### config.mk
export PLATFORM = sky130hd
export DESIGN_NAME = faqt_scan
export DESIGN_NICKNAME = d
export VERILOG_FILES = /design/src/rtl/faqt_pkg.sv /design/src/rtl/faqt_scan.sv
export SDC_FILE = /design/constraint.sdc
export NUM_CORES = 1
export LEC_CHECK = 0
export ABC_CLOCK_PERIOD_IN_PS = 4620
export BUFFER_PORTS_ARGS = -buffer_cell sky130_fd_sc_hd__buf_2
export CORE_MARGIN = 8
export CORE_UTILIZATION = 50
export DETAILED_ROUTE_END_ITERATION = 7
export PLACE_DENSITY = 0.75
export SLEW_MARGIN = 20
export SYNTH_ARGS = -nofsm -noshare
export SYNTH_HDL_FRONTEND = slang
export SYNTH_SLANG_ARGS = --single-unit
export TNS_END_PERCENT = 50
### constraint.sdc
create_clock -name clk -period 4.62 [get_ports clk]
set_input_delay 0.462 -clock clk [delete_from_list [all_inputs] [get_ports clk]]
set_output_delay 0.462 -clock clk [all_outputs]
set_load 0.05 [all_outputs]
### src/rtl/faqt_pkg.sv
`timescale 1ns / 1ps
// ----------------------------------------------------------------------------
// faqt_pkg
// Shared types and codes for the freed address quarantine table.
// ----------------------------------------------------------------------------
package faqt_pkg;

  localparam int AddrW = 48;
  localparam int SizeW = 40;
  localparam int HeldW = 46;
  localparam int AgeW  = 64;
  localparam int CntW  = 32;

  // request codes
  localparam logic [2:0] REQ_RECORD = 3'd0;
  localparam logic [2:0] REQ_DCHECK = 3'd1;
  localparam logic [2:0] REQ_LOOKUP = 3'd2;
  localparam logic [2:0] REQ_FORGET = 3'd3;
  localparam logic [2:0] REQ_CLEAR  = 3'd4;

  // configuration register indexes
  localparam logic [1:0] CFG_HIST  = 2'd0;
  localparam logic [1:0] CFG_QLIM  = 2'd1;
  localparam logic [1:0] CFG_ABORT = 2'd2;

  typedef struct packed {
    logic [2:0]       req_type;
    logic [AddrW-1:0] addr;
    logic [SizeW-1:0] obj_size;
  } req_t;

  typedef struct packed {
    logic             kind;
    logic [AddrW-1:0] out_addr;
    logic             hit;
    logic             keep_quarantined;
    logic             abort_request;
    logic [CntW-1:0]  double_free_total;
    logic             last;
  } res_t;

  // running scan flags from the scanner to the sequencer
  typedef struct packed {
    logic match;
    logic any_valid;
    logic any_free;
  } scan_t;

endpackage

### src/rtl/faqt_scan.sv
`timescale 1ns / 1ps
// ----------------------------------------------------------------------------
// faqt_scan
// Shared compare unit: walks the table one slot a cycle while step is high,
// tracking the first address match, the first free slot and the oldest valid entry.
// ----------------------------------------------------------------------------
module faqt_scan #(
  parameter int IdxW = 5
) (
  input  logic                     clk,
  input  logic                     clear,
  input  logic                     step,
  input  logic [IdxW-1:0]          slot,
  input  logic                     slot_valid,
  input  logic                     addr_eq,
  input  logic [faqt_pkg::AgeW-1:0] slot_age,
  output faqt_pkg::scan_t          flags,
  output logic [IdxW-1:0]          match_idx,
  output logic [IdxW-1:0]          free_idx,
  output logic [IdxW-1:0]          old_idx
);
  import faqt_pkg::*;

  logic [AgeW-1:0] old_age;

  // running search over slots, lowest index wins ties
  always_ff @(posedge clk) begin
    if (clear) begin
      flags <= '0;
    end else if (step) begin
      if (slot_valid && addr_eq && !flags.match) begin
        flags.match <= 1'b1;
        match_idx   <= slot;
      end
      if (!slot_valid && !flags.any_free) begin
        flags.any_free <= 1'b1;
        free_idx       <= slot;
      end
      if (slot_valid && (!flags.any_valid || slot_age < old_age)) begin
        flags.any_valid <= 1'b1;
        old_idx         <= slot;
        old_age         <= slot_age;
      end
    end
  end

endmodule

======== Word-level counts from Yosys, hierarchy flattened ========
Index checks and enable logic that the tools add are counted.
word-level totals
  register bits ........................... 82
  input port bits ......................... 74
  output and inout bits ................... 18
  logic and storage cells ................. 24
cells by class
  magnitude comparators ................... 1
  bitwise gates (word level) .............. 1
  reductions and logical operators ........ 15
operator list
  kind                         count
  less-than comparator 64 bit  1
  AND reduction 3 bit          3
  AND reduction 2 bit          3
  logical AND 1 bit            4
  logical NOT 1 bit            4
  logical OR 1 bit             1
  NOT 1 bit                    1

======== Logic depth before layout (Yosys ltp) ========
Gate-level depths: netlist of run 1.
  depth in word-level cells ............... 4
  depth in mapped cells ................... 8
  depth with buffers taken out ............ 8

======== Worst setup path after synthesis of run 1 ========
No wires, ideal clock.
  kind .................................... input-to-reg
  start point ............................. input slot_age[51] (netlist name)
  end point ............................... register old_age[0], enable pin
  setup time .............................. 0.439 ns
  arrival ................................. 3.400 ns
  required time ........................... 4.181 ns
  path slack .............................. 0.780 ns
  stages .................................. 7
  buffers on the path ..................... 0
  path through ............................ ha_1 a21oi_1 o21ai_0 a221oi_2 o211ai_1 o32ai_1 o31a_1
between the ends
  cells in the longest elaborated chain, start to end .. 4
ends and longest elaborated chain
  element                        RTL line         text
  start: declaration             faqt_scan.sv:16  input logic [faqt_pkg::AgeW-1:0] slot_age,
  less-than comparator 64 bit    faqt_scan.sv:39  if (slot_valid && (!flags.any_valid || slot_age < old_age)) begin
  logical OR 1 bit               faqt_scan.sv:39
  logical AND 1 bit              faqt_scan.sv:39
  AND reduction 3 bit (no line)  -
  end signal: assignment         faqt_scan.sv:42  old_age <= slot_age;
  end: declaration               faqt_scan.sv:24  logic [AgeW-1:0] old_age;
Every way passes these cells.
A chain may end at the register's enable or synchronous reset.

======== Worst setup path in the final report of run 1 ========
  start point ............................. register old_age[25]
  end point ............................... register old_age[8], enable pin
between the ends
  cells in the longest elaborated chain, start to end .. 4
ends and longest elaborated chain
  element                        RTL line
  less-than comparator 64 bit    faqt_scan.sv:39
  logical OR 1 bit               faqt_scan.sv:39
  logical AND 1 bit              faqt_scan.sv:39
  AND reduction 3 bit (no line)  -
Every way passes these cells.

==> results.json, run 1 <==
{
  "synth_area_per_cell_um2": 13.0,
  "synth-seq-area-share_pct": 59.5,
  "finalCriticalPeriod_ns": 3.14,
  "timing.fmax_mhz": 319,
  "die_x_um": 106,
  "maxCapViolCount": 0,
  "antenna_found_initial": 0,
  "synth_cells": 315,
  "arrival_ns": 3.16,
  "vdd_drop_max_v": 0.000196,
  "place_area_mm2": 0.00469,
  "end_kind": "flop",
  "remaining_drc_errors": 0,
  "row_count": 33,
  "port_buffers": 91,
  "outcome": "complete, no violations",
  "p_leak_nw": 2.26,
  "final_cell_area_mm2": 0.00488,
  "cp_max_fo": 45,
  "synthDistinctLibCells": 30,
  "postCtsSetupBuffers": 0,
  "utilization_pct": 60.6,
  "grt_first_pass_wirelength_um": 13000,
  "drt_iter0_markers": 129,
  "synth_fp_nets": 452,
  "num_antenna_cells": 0,
  "fillers": 684,
  "cts_made_buffers": 9,
  "cts_tree": "built",
  "cp_data_required_time_ns": 4.65,
  "io_pins": 92,
  "stdcell_count": 528,
  "grt_pass1_vias": 2915,
  "crit_type": "flop to flop",
  "ant_nets": 0,
  "nets": 555,
  "syn_to_final_growth_pct": 19.5,
  "clockBufferDepth": 2,
  "cts-resized-gates": 0,
  "track_usage_pct": 14.3,
  "synth-seq-cells": 82,
  "ctsHoldBuffers": 0,
  "clock-sinks": 82,
  "clk_latency_ns": 0.35,
  "syn_area_mm2": 0.00409,
  "setup_viol": 0,
  "timing.rr.start": "old_age[25]$_DFFE_PP_",
  "drt_wl_total_um": 7850,
  "cp-start-kind": "flop",
  "hp-start": "slot_age[20]",
  "core_mm2": 0.00805,
  "place.gp.congestion": 0.773,
  "holdCritPathClass": "input pin to flop",
  "final.setup.tns_ns": 0,
  "die_y_um": 106,
  "fin_crit_sh_pct": 67.9,
  "drv_slew": 0,
  "dp.cells": 512,
  "initial_core_util_pct": 50.7,
  "die-area_mm2": 0.0113,
  "place_hpwl_um": 6320,
  "drive_gt1_share_pct": 26.2,
  "gr-total-overflow": 0,
  "finClkSkew_ns": 0.0172,
  "vias": 2688,
  "grt_max_degree": 46,
  "clk_pin_slew_worst_paths_ns": 0.10,
  "viasPerCell": 5.09,
  "hold_viol": 0,
  "firstDrtPassIters": 4,
  "rsz0062_at_grt": "no",
  "relSlewSlack_pct": 57.5,
  "htreeDepth": 3,
  "power.density_mw_per_mm2": 316,
  "startpoint": "old_age[25]$_DFFE_PP_",
  "clockRootBuffer": "clkbuf_8",
  "worst_slew_pin_slew_ns": 0.638,
  "wl_per_cell_um": 14.9,
  "ys_warn_count": 0
}
flip-flops by register name, indices dropped and copies added (netlist names):
name and count:
free_idx 5, old_age 64, flags 3, match_idx 5, old_idx 5
critical path: stages, from the launching register on:
cell and delay [ns]:
edfxtp_1 0.36, inv_1 0.07, ha_1 0.24, a21oi_1 0.15
o21ai_0 0.11, a221oi_1 0.41, nor2_1 0.10, o32ai_1 0.38
o31a_2 0.64, buf_12 0.34
cells in the final DEF, fill, tap and decap left out, drive strengths merged, types with 3 or more instances in the layout:
cell / instances
a21o: 7
nand4: 12
inv: 68
nor3: 3
o21ai: 8
dfxtp: 3
a21oi: 23
nand3: 5
edfxtp: 79
and4: 4
a221oi: 3
clkbuf: 9
ha: 63
nor2: 9
nand2: 12
o21a: 3
buf: 92
cells by family (layout without fill, tap and decap cells):
kind of cell	after synthesis	in the layout	synth area share [%]
fa+ha+maj	63	63	19.3
compound gates	56	56	8.88
buf+inv	65	173	5.97
flops	82	82	59.5
simple gates	49	49	6.31
report_power, final:
part / internal [W] / switching (W)
registers: 0.000855 / 0.00000911
logic: 0.0000810 / 0.000120
clock network: 0.000203 / 0.000276
routing by layer:
metal  vias to the layer above  wire [um]  part of all wire (%)  track usage (%)
li1                       1363          -                     -                -
met1                      1255       3600                    46             17.6
met2                        64       3720                    47             23.3
met3                         6        461                   5.9             5.14
met4                         0         66                  0.84             3.62
met5                         -          0                     0                0
final cells by class:
cell class | count | area, um^2 | share of cell area, %
Timing Repair Buffer | 92 | 475 | 9.74
Sequential cell | 82 | 2430 | 49.8
Multi-Input combinational cell | 168 | 1420 | 29.0
Clock inverter | 7 | 58.8 | 1.20
Clock buffer | 9 | 124 | 2.54
Inverter | 65 | 244 | 5.00
Tap cell | 105 | 131 | 2.69
cell usage after synthesis, drive strengths merged:
library cell / instances / share of area, %
o21ai: 8 / 0.98
a21o: 7 / 1.3
nand2: 12 / 1.1
a221oi: 3 / 0.80
inv: 65 / 6.0
nand2b: 1 / 0.15
o31ai: 1 / 0.18
and4: 4 / 0.86
a211o: 1 / 0.21
a2111oi: 1 / 0.21
a211oi: 1 / 0.18
edfxtp: 79 / 58
a221o: 1 / 0.25
dfxtp: 3 / 1.5
nand3: 5 / 0.61
nand3b: 1 / 0.18
nand4: 12 / 1.8
o21a: 3 / 0.55
o32ai: 1 / 0.21
o31a: 2 / 0.43
o211ai: 2 / 0.37
nor4: 1 / 0.15
o2111ai: 1 / 0.21
nor4b: 1 / 0.21
nor3: 3 / 0.37
nor2: 9 / 0.83
a21boi: 1 / 0.18
a21oi: 23 / 2.8
ha: 63 / 19
metrics by stage:
step / setup slack (ns) / hold WS [ns] / total power, W
after floorplan: 0.780 / 0.534 / 0.00100
after CTS: 1.46 / 0.288 / 0.00156
final: 1.48 / 0.301 / 0.00154
after global routing: 1.34 / 0.274 / 0.00162
after global placement: 1.32 / 0.461 / 0.00108
after detailed placement: 1.31 / 0.464 / 0.00108
path summary, 6_finish.rpt:
path,end,slack [ns],depth (start not counted)
setup / recovery,old_age[8]$_DFFE_PP_,1.48,9
hold / removal,old_age[20]$_DFFE_PP_,0.30,1
setup reg to reg,old_age[8]$_DFFE_PP_,1.48,9
hold reg to reg,flags[2]$_SDFFE_PP0P_,0.48,1
(Power assumes the default switching activity.)
==> run 2: changes to the inputs <==
--- a/config.mk
+++ b/config.mk
@@ -5,7 +5,7 @@
 export SDC_FILE = /design/constraint.sdc
 export NUM_CORES = 1
 export LEC_CHECK = 0
-export ABC_CLOCK_PERIOD_IN_PS = 4620
+export ABC_CLOCK_PERIOD_IN_PS = 3200
 export BUFFER_PORTS_ARGS = -buffer_cell sky130_fd_sc_hd__buf_2
 export CORE_MARGIN = 8
 export CORE_UTILIZATION = 50
==> constraint.sdc (replaced) <==
create_clock -name clk -period 3.2 [get_ports clk]
set_input_delay 0.32 -clock clk [delete_from_list [all_inputs] [get_ports clk]]
set_output_delay 0.32 -clock clk [all_outputs]
set_load 0.05 [all_outputs]
==> run 2 against run 1 <==
Against the previous run: worst setup slack worse by 1.0 ns; utilization is 0.39 points higher; die area stayed put; maximum frequency is 15% higher; count of clock-buffer cells in the layout stayed put; critical path depth stayed put; power is 46% higher; design area is 0.64% higher; combinational power is 47% higher; largest power group unchanged; highest routed layer unchanged.
==> results.json, run 2 (synthesis results as in run 1) <==
{
  "holdCritPathClass": "input pin to flop",
  "clockRootBuffer": "clkbuf_8",
  "fin_crit_sh_pct": 84.9,
  "die-area_mm2": 0.0113,
  "end_kind": "flop",
  "power.density_mw_per_mm2": 457,
  "clock-sinks": 82,
  "io_pins": 92,
  "ctsHoldBuffers": 0,
  "cp_max_fo": 26,
  "htreeDepth": 3,
  "arrival_ns": 2.77,
  "final_cell_mix": "91 x buf_2, 79 x edfxtp_1, 65 x inv_1",
  "wl_per_cell_um": 14.9,
  "switching_share_pct": 26.5,
  "grt_pass1_vias": 2836,
  "row_count": 33,
  "die_x_um": 106,
  "drt_wl_total_um": 7880,
  "final.setup.tns_ns": 0,
  "gr-total-overflow": 0,
  "drive_gt1_share_pct": 26.4,
  "antenna_found_initial": 0,
  "setup_viol": 0,
  "cts_made_buffers": 9,
  "cts-resized-gates": 0,
  "cp-start-kind": "flop",
  "postCtsSetupBuffers": 0,
  "drt_iter0_markers": 90,
  "clockBufferDepth": 2,
  "relSlewSlack_pct": 66.8,
  "vias": 2681,
  "maxCapViolCount": 0,
  "layout.cells.most_common": "buf_2",
  "port_buffers": 91,
  "rrSetupSlack_ns": 0.48,
  "place_hpwl_um": 6310,
  "die_y_um": 106,
  "largest_register_ffs": 64,
  "fin_worst_hold_slack_ns": 0.157,
  "hold_viol": 0,
  "outcome": "complete, no violations",
  "power_frac_seq_pct": 55.5,
  "num_antenna_cells": 0,
  "top_register": "old_age",
  "worst_slew_pin_slew_ns": 0.494,
  "clk_latency_ns": 0.35,
  "timing.fmax_mhz": 368,
  "power.switching_w": 0.000596,
  "finClkSkew_ns": 0.0136,
  "ant_nets": 0,
  "drv_slew": 0,
  "remaining_drc_errors": 0,
  "place.gp.congestion": 0.792,
  "core_mm2": 0.00805,
  "clkPwrFrac_pct": 31.4,
  "finalCriticalPeriod_ns": 2.72,
  "crit_type": "flop to flop",
  "combPwrFrac_pct": 13.2,
  "p_leak_nw": 2.28,
  "initial_core_util_pct": 50.7,
  "rsz0062_at_grt": "no",
  "vdd_drop_max_v": 0.000249,
  "internal_power_w": 0.00165,
  "grt_first_pass_wirelength_um": 12900,
  "syn_to_final_growth_pct": 20.3,
  "track_usage_pct": 14.2,
  "firstDrtPassIters": 4,
  "clk_pin_slew_worst_paths_ns": 0.10,
  "nets": 557,
  "place_area_mm2": 0.00473,
  "grt_max_degree": 27,
  "cts_tree": "built",
  "final_cell_area_mm2": 0.00491,
  "viasPerCell": 5.06,
  "cp_data_required_time_ns": 3.25
}
[run 2: final cells by class]
type,instances,area (um^2)
Clock buffer,9,124
Clock inverter,7,61.3
Fill cell,648,3140
Inverter,65,244
Multi-Input combinational cell,168,1420
Sequential cell,82,2430
Tap cell,105,131
Timing Repair Buffer,94,503
[run 2: metal layers]
layer	up-vias	share of wire [%]	global-route usage, %
met3	12	6.4	4.54
met5	-	0	0
met1	1235	45	17.5
li1	1367	-	-
met4	0	1.7	5.73
met2	67	47	22.7
[run 2: metrics by stage]
stage	power, W	instances	utilization, %	setup WS, ns
floorplan	0.00144	315	-	0.299
global placement	0.00156	514	58.7	0.470
detailed placement	0.00157	514	58.7	0.400
CTS	0.00227	530	61.0	0.456
global route	0.00235	530	61.0	0.206
finish	0.00225	530	61.0	0.483
[run 2: critical path: stages, from the launching register on]
cell and delay, ns:
edfxtp_1 0.38, inv_1 0.07, ha_1 0.23, a21oi_1 0.15
o21ai_0 0.11, a221oi_1 0.38, nor2_1 0.09, o32ai_1 0.35
o31a_4 0.42, buf_12 0.23
[run 2: worst paths after layout]
check / start / to / cells after the start
worst max-delay path: old_age[25]$_DFFE_PP_ / old_age[24]$_DFFE_PP_ / 9
worst min-delay path: slot_age[52] / old_age[52]$_DFFE_PP_ / 1
worst min register to register: flags[2]$_SDFFE_PP0P_ / flags[2]$_SDFFE_PP0P_ / 1
worst max register to register: old_age[25]$_DFFE_PP_ / old_age[24]$_DFFE_PP_ / 9
[run 2: power by group through the flow]
stage | clock (W) | combinational (W) | sequential (W)
final | 0.000705 | 0.000296 | 0.00125
after global routing | 0.000759 | 0.000339 | 0.00125
after CTS | 0.000723 | 0.000300 | 0.00125
after detailed placement | 0 | 0.000298 | 0.00127
after global placement | 0 | 0.000288 | 0.00127
after floorplan | 0 | 0.000146 | 0.00130
==> run 3: changes to the inputs <==
--- a/config.mk
+++ b/config.mk
@@ -5,7 +5,7 @@
 export SDC_FILE = /design/constraint.sdc
 export NUM_CORES = 1
 export LEC_CHECK = 0
-export ABC_CLOCK_PERIOD_IN_PS = 3200
+export ABC_CLOCK_PERIOD_IN_PS = 2600
 export BUFFER_PORTS_ARGS = -buffer_cell sky130_fd_sc_hd__buf_2
 export CORE_MARGIN = 8
 export CORE_UTILIZATION = 50
==> constraint.sdc (replaced) <==
create_clock -name clk -period 2.6 [get_ports clk]
set_input_delay 0.26 -clock clk [delete_from_list [all_inputs] [get_ports clk]]
set_output_delay 0.26 -clock clk [all_outputs]
set_load 0.05 [all_outputs]
==> run 3 against run 2 <==
Against the previous run: critical path depth is 1 higher; power is 29% higher; routed wire length is 9.9% higher; non-clock buffer count is 14 higher; critical path type unchanged.
==> results.json, run 3 (synthesis results as in run 1) <==
{
  "max_stage_delay_ns": 0.38,
  "regArea_mm2": 0.00243,
  "clock-sinks": 82,
  "cp-start-kind": "flop",
  "crit_path_cell_trace": "inv_1, ha_1, a21oi_1, o21ai_0, a221oi_1, o211ai_1, o32ai_2, buf_4, o31a_4, clkbuf_16",
  "wl_per_cell_um": 15.9,
  "num_antenna_cells": 0,
  "final.setup.tns_ns": 0,
  "drv_slew": 0,
  "p_leak_nw": 2.42,
  "hold_viol": 0,
  "slowest_stage": "edfxtp_1",
  "dp.cells": 516,
  "gr-total-overflow": 0,
  "die-area_mm2": 0.0113,
  "finalCriticalPeriod_ns": 2.58,
  "clk_pin_slew_worst_paths_ns": 0.09,
  "relSlewSlack_pct": 66.8,
  "io_pins": 92,
  "maxCapViolCount": 0,
  "htreeDepth": 3,
  "clk_latency_ns": 0.35,
  "multi_input_area_mm2": 0.00150,
  "cp_max_fo": 5,
  "track_usage_pct": 14.2,
  "initial_core_util_pct": 50.7,
  "drt_wl_total_um": 8660,
  "utilization_pct": 64.7,
  "syn_to_final_growth_pct": 27.6,
  "place.gp.congestion": 0.759,
  "setup_viol": 0,
  "core_mm2": 0.00805,
  "path_buf_inv": 3,
  "layout.cells.most_common": "buf_2",
  "stdcell_count": 546,
  "timing.fmax_mhz": 388,
  "fillers": 629,
  "fin_crit_sh_pct": 99.1,
  "drive_gt1_share_pct": 30.4,
  "clockBufferDepth": 2,
  "worst_slew_pin_slew_ns": 0.496,
  "row_count": 33,
  "finClkSkew_ns": 0.00755,
  "crit_type": "flop to flop",
  "outcome": "complete, no violations",
  "remaining_drc_errors": 0,
  "port_buffers": 91,
  "die_y_um": 106,
  "cp_data_required_time_ns": 2.67,
  "vias": 2829,
  "cts_made_buffers": 9,
  "grt_max_degree": 23,
  "antenna_found_initial": 0,
  "clockRootBuffer": "clkbuf_8",
  "end_kind": "flop",
  "vdd_drop_max_v": 0.000346,
  "cp_top_family": "compound AO/OA/AOI/OAI gates",
  "arrival_ns": 2.65,
  "place_hpwl_um": 6290,
  "nets": 573,
  "top_register": "old_age",
  "grt_pass1_vias": 2829,
  "largest_register_ffs": 64,
  "die_x_um": 106,
  "firstDrtPassIters": 6,
  "ant_nets": 0,
  "fin_worst_hold_slack_ns": 0.0982,
  "cts_tree": "built",
  "power.density_mw_per_mm2": 555,
  "viasPerCell": 5.18,
  "grt_first_pass_wirelength_um": 13000,
  "drt_iter0_markers": 108,
  "holdCritPathClass": "input pin to flop",
  "final_cell_mix": "91 x buf_2, 79 x edfxtp_1, 65 x inv_1"
}
[run 3: changes by cell type in the layout (fill, tap and decap cells not counted), moves of 2 or more]
cell and change:
o21ai_0 -2, o21ai_1 +2, ha_1 -2, buf_4 +5, buf_6 +4, clkinv_4 -2, clkbuf_16 +4, ha_4 +2
[run 3: worst paths after layout]
check / start / endpoint / slack, ns / cells after the start
worst min-delay path: slot_age[13] / old_age[13]$_DFFE_PP_ / 0.1 / 1
worst max register to register: old_age[35]$_DFFE_PP_ / old_age[25]$_DFFE_PP_ / 0.02 / 10
worst min register to register: flags[2]$_SDFFE_PP0P_ / flags[2]$_SDFFE_PP0P_ / 0.50 / 1
worst max-delay path: old_age[35]$_DFFE_PP_ / old_age[25]$_DFFE_PP_ / 0.02 / 10
[run 3: where the power goes]
part	internal, W	switching [W]	total, W
Combinational	0.000190	0.000236	0.000426
Clock	0.000452	0.000481	0.000933
Sequential	0.00152	0.0000166	0.00154
Total	0.00216	0.000734	0.00289
[run 3: layout make-up]
class	instances	area share, %
Clock inverter	7	1.46
Clock buffer	9	2.38
Multi-Input combinational cell	170	28.8
Inverter	65	4.68
Sequential cell	82	46.7
Timing Repair Buffer	108	13.5
Tap cell	105	2.52
[run 3: per-layer routing]
| metal | part of all wire, % | routed length, um | vias to the layer above | global-route usage (%) |
|---|---|---|---|---|
| met5 | 0 | 0 | - | 0 |
| met4 | 1.3 | 110 | 0 | 6.13 |
| met3 | 4.6 | 400 | 9 | 3.51 |
| met2 | 50 | 4330 | 69 | 23.1 |
| met1 | 44 | 3820 | 1336 | 17.6 |
| li1 | - | - | 1415 | - |
[run 3: through the flow]
stage	power, W	instance area [um^2]	setup WS, ns
final	0.00289	5210	0.0228
after global routing	0.00303	5210	-0.0817
after CTS	0.00287	4960	0.0614
after detailed placement	0.00194	4760	0.0555
after global placement	0.00192	4760	0.115
after floorplan	0.00178	4090	0.0481
[run 3: worst reg2reg max path, delay by kind of cell, from the launching register on]
family	cells	cell delay, ns
compound gates	6	1.27
buf+inv	3	0.41
flops	1	0.38
fa+ha+maj	1	0.23
[run 3: repair_timing]
action	in CTS	in global routing
buffers inserted	0	5
hold endpoints to repair	0	0
gates resized for setup	0	11
endpoints found under the setup margin	0	66
hold buffers	0	0
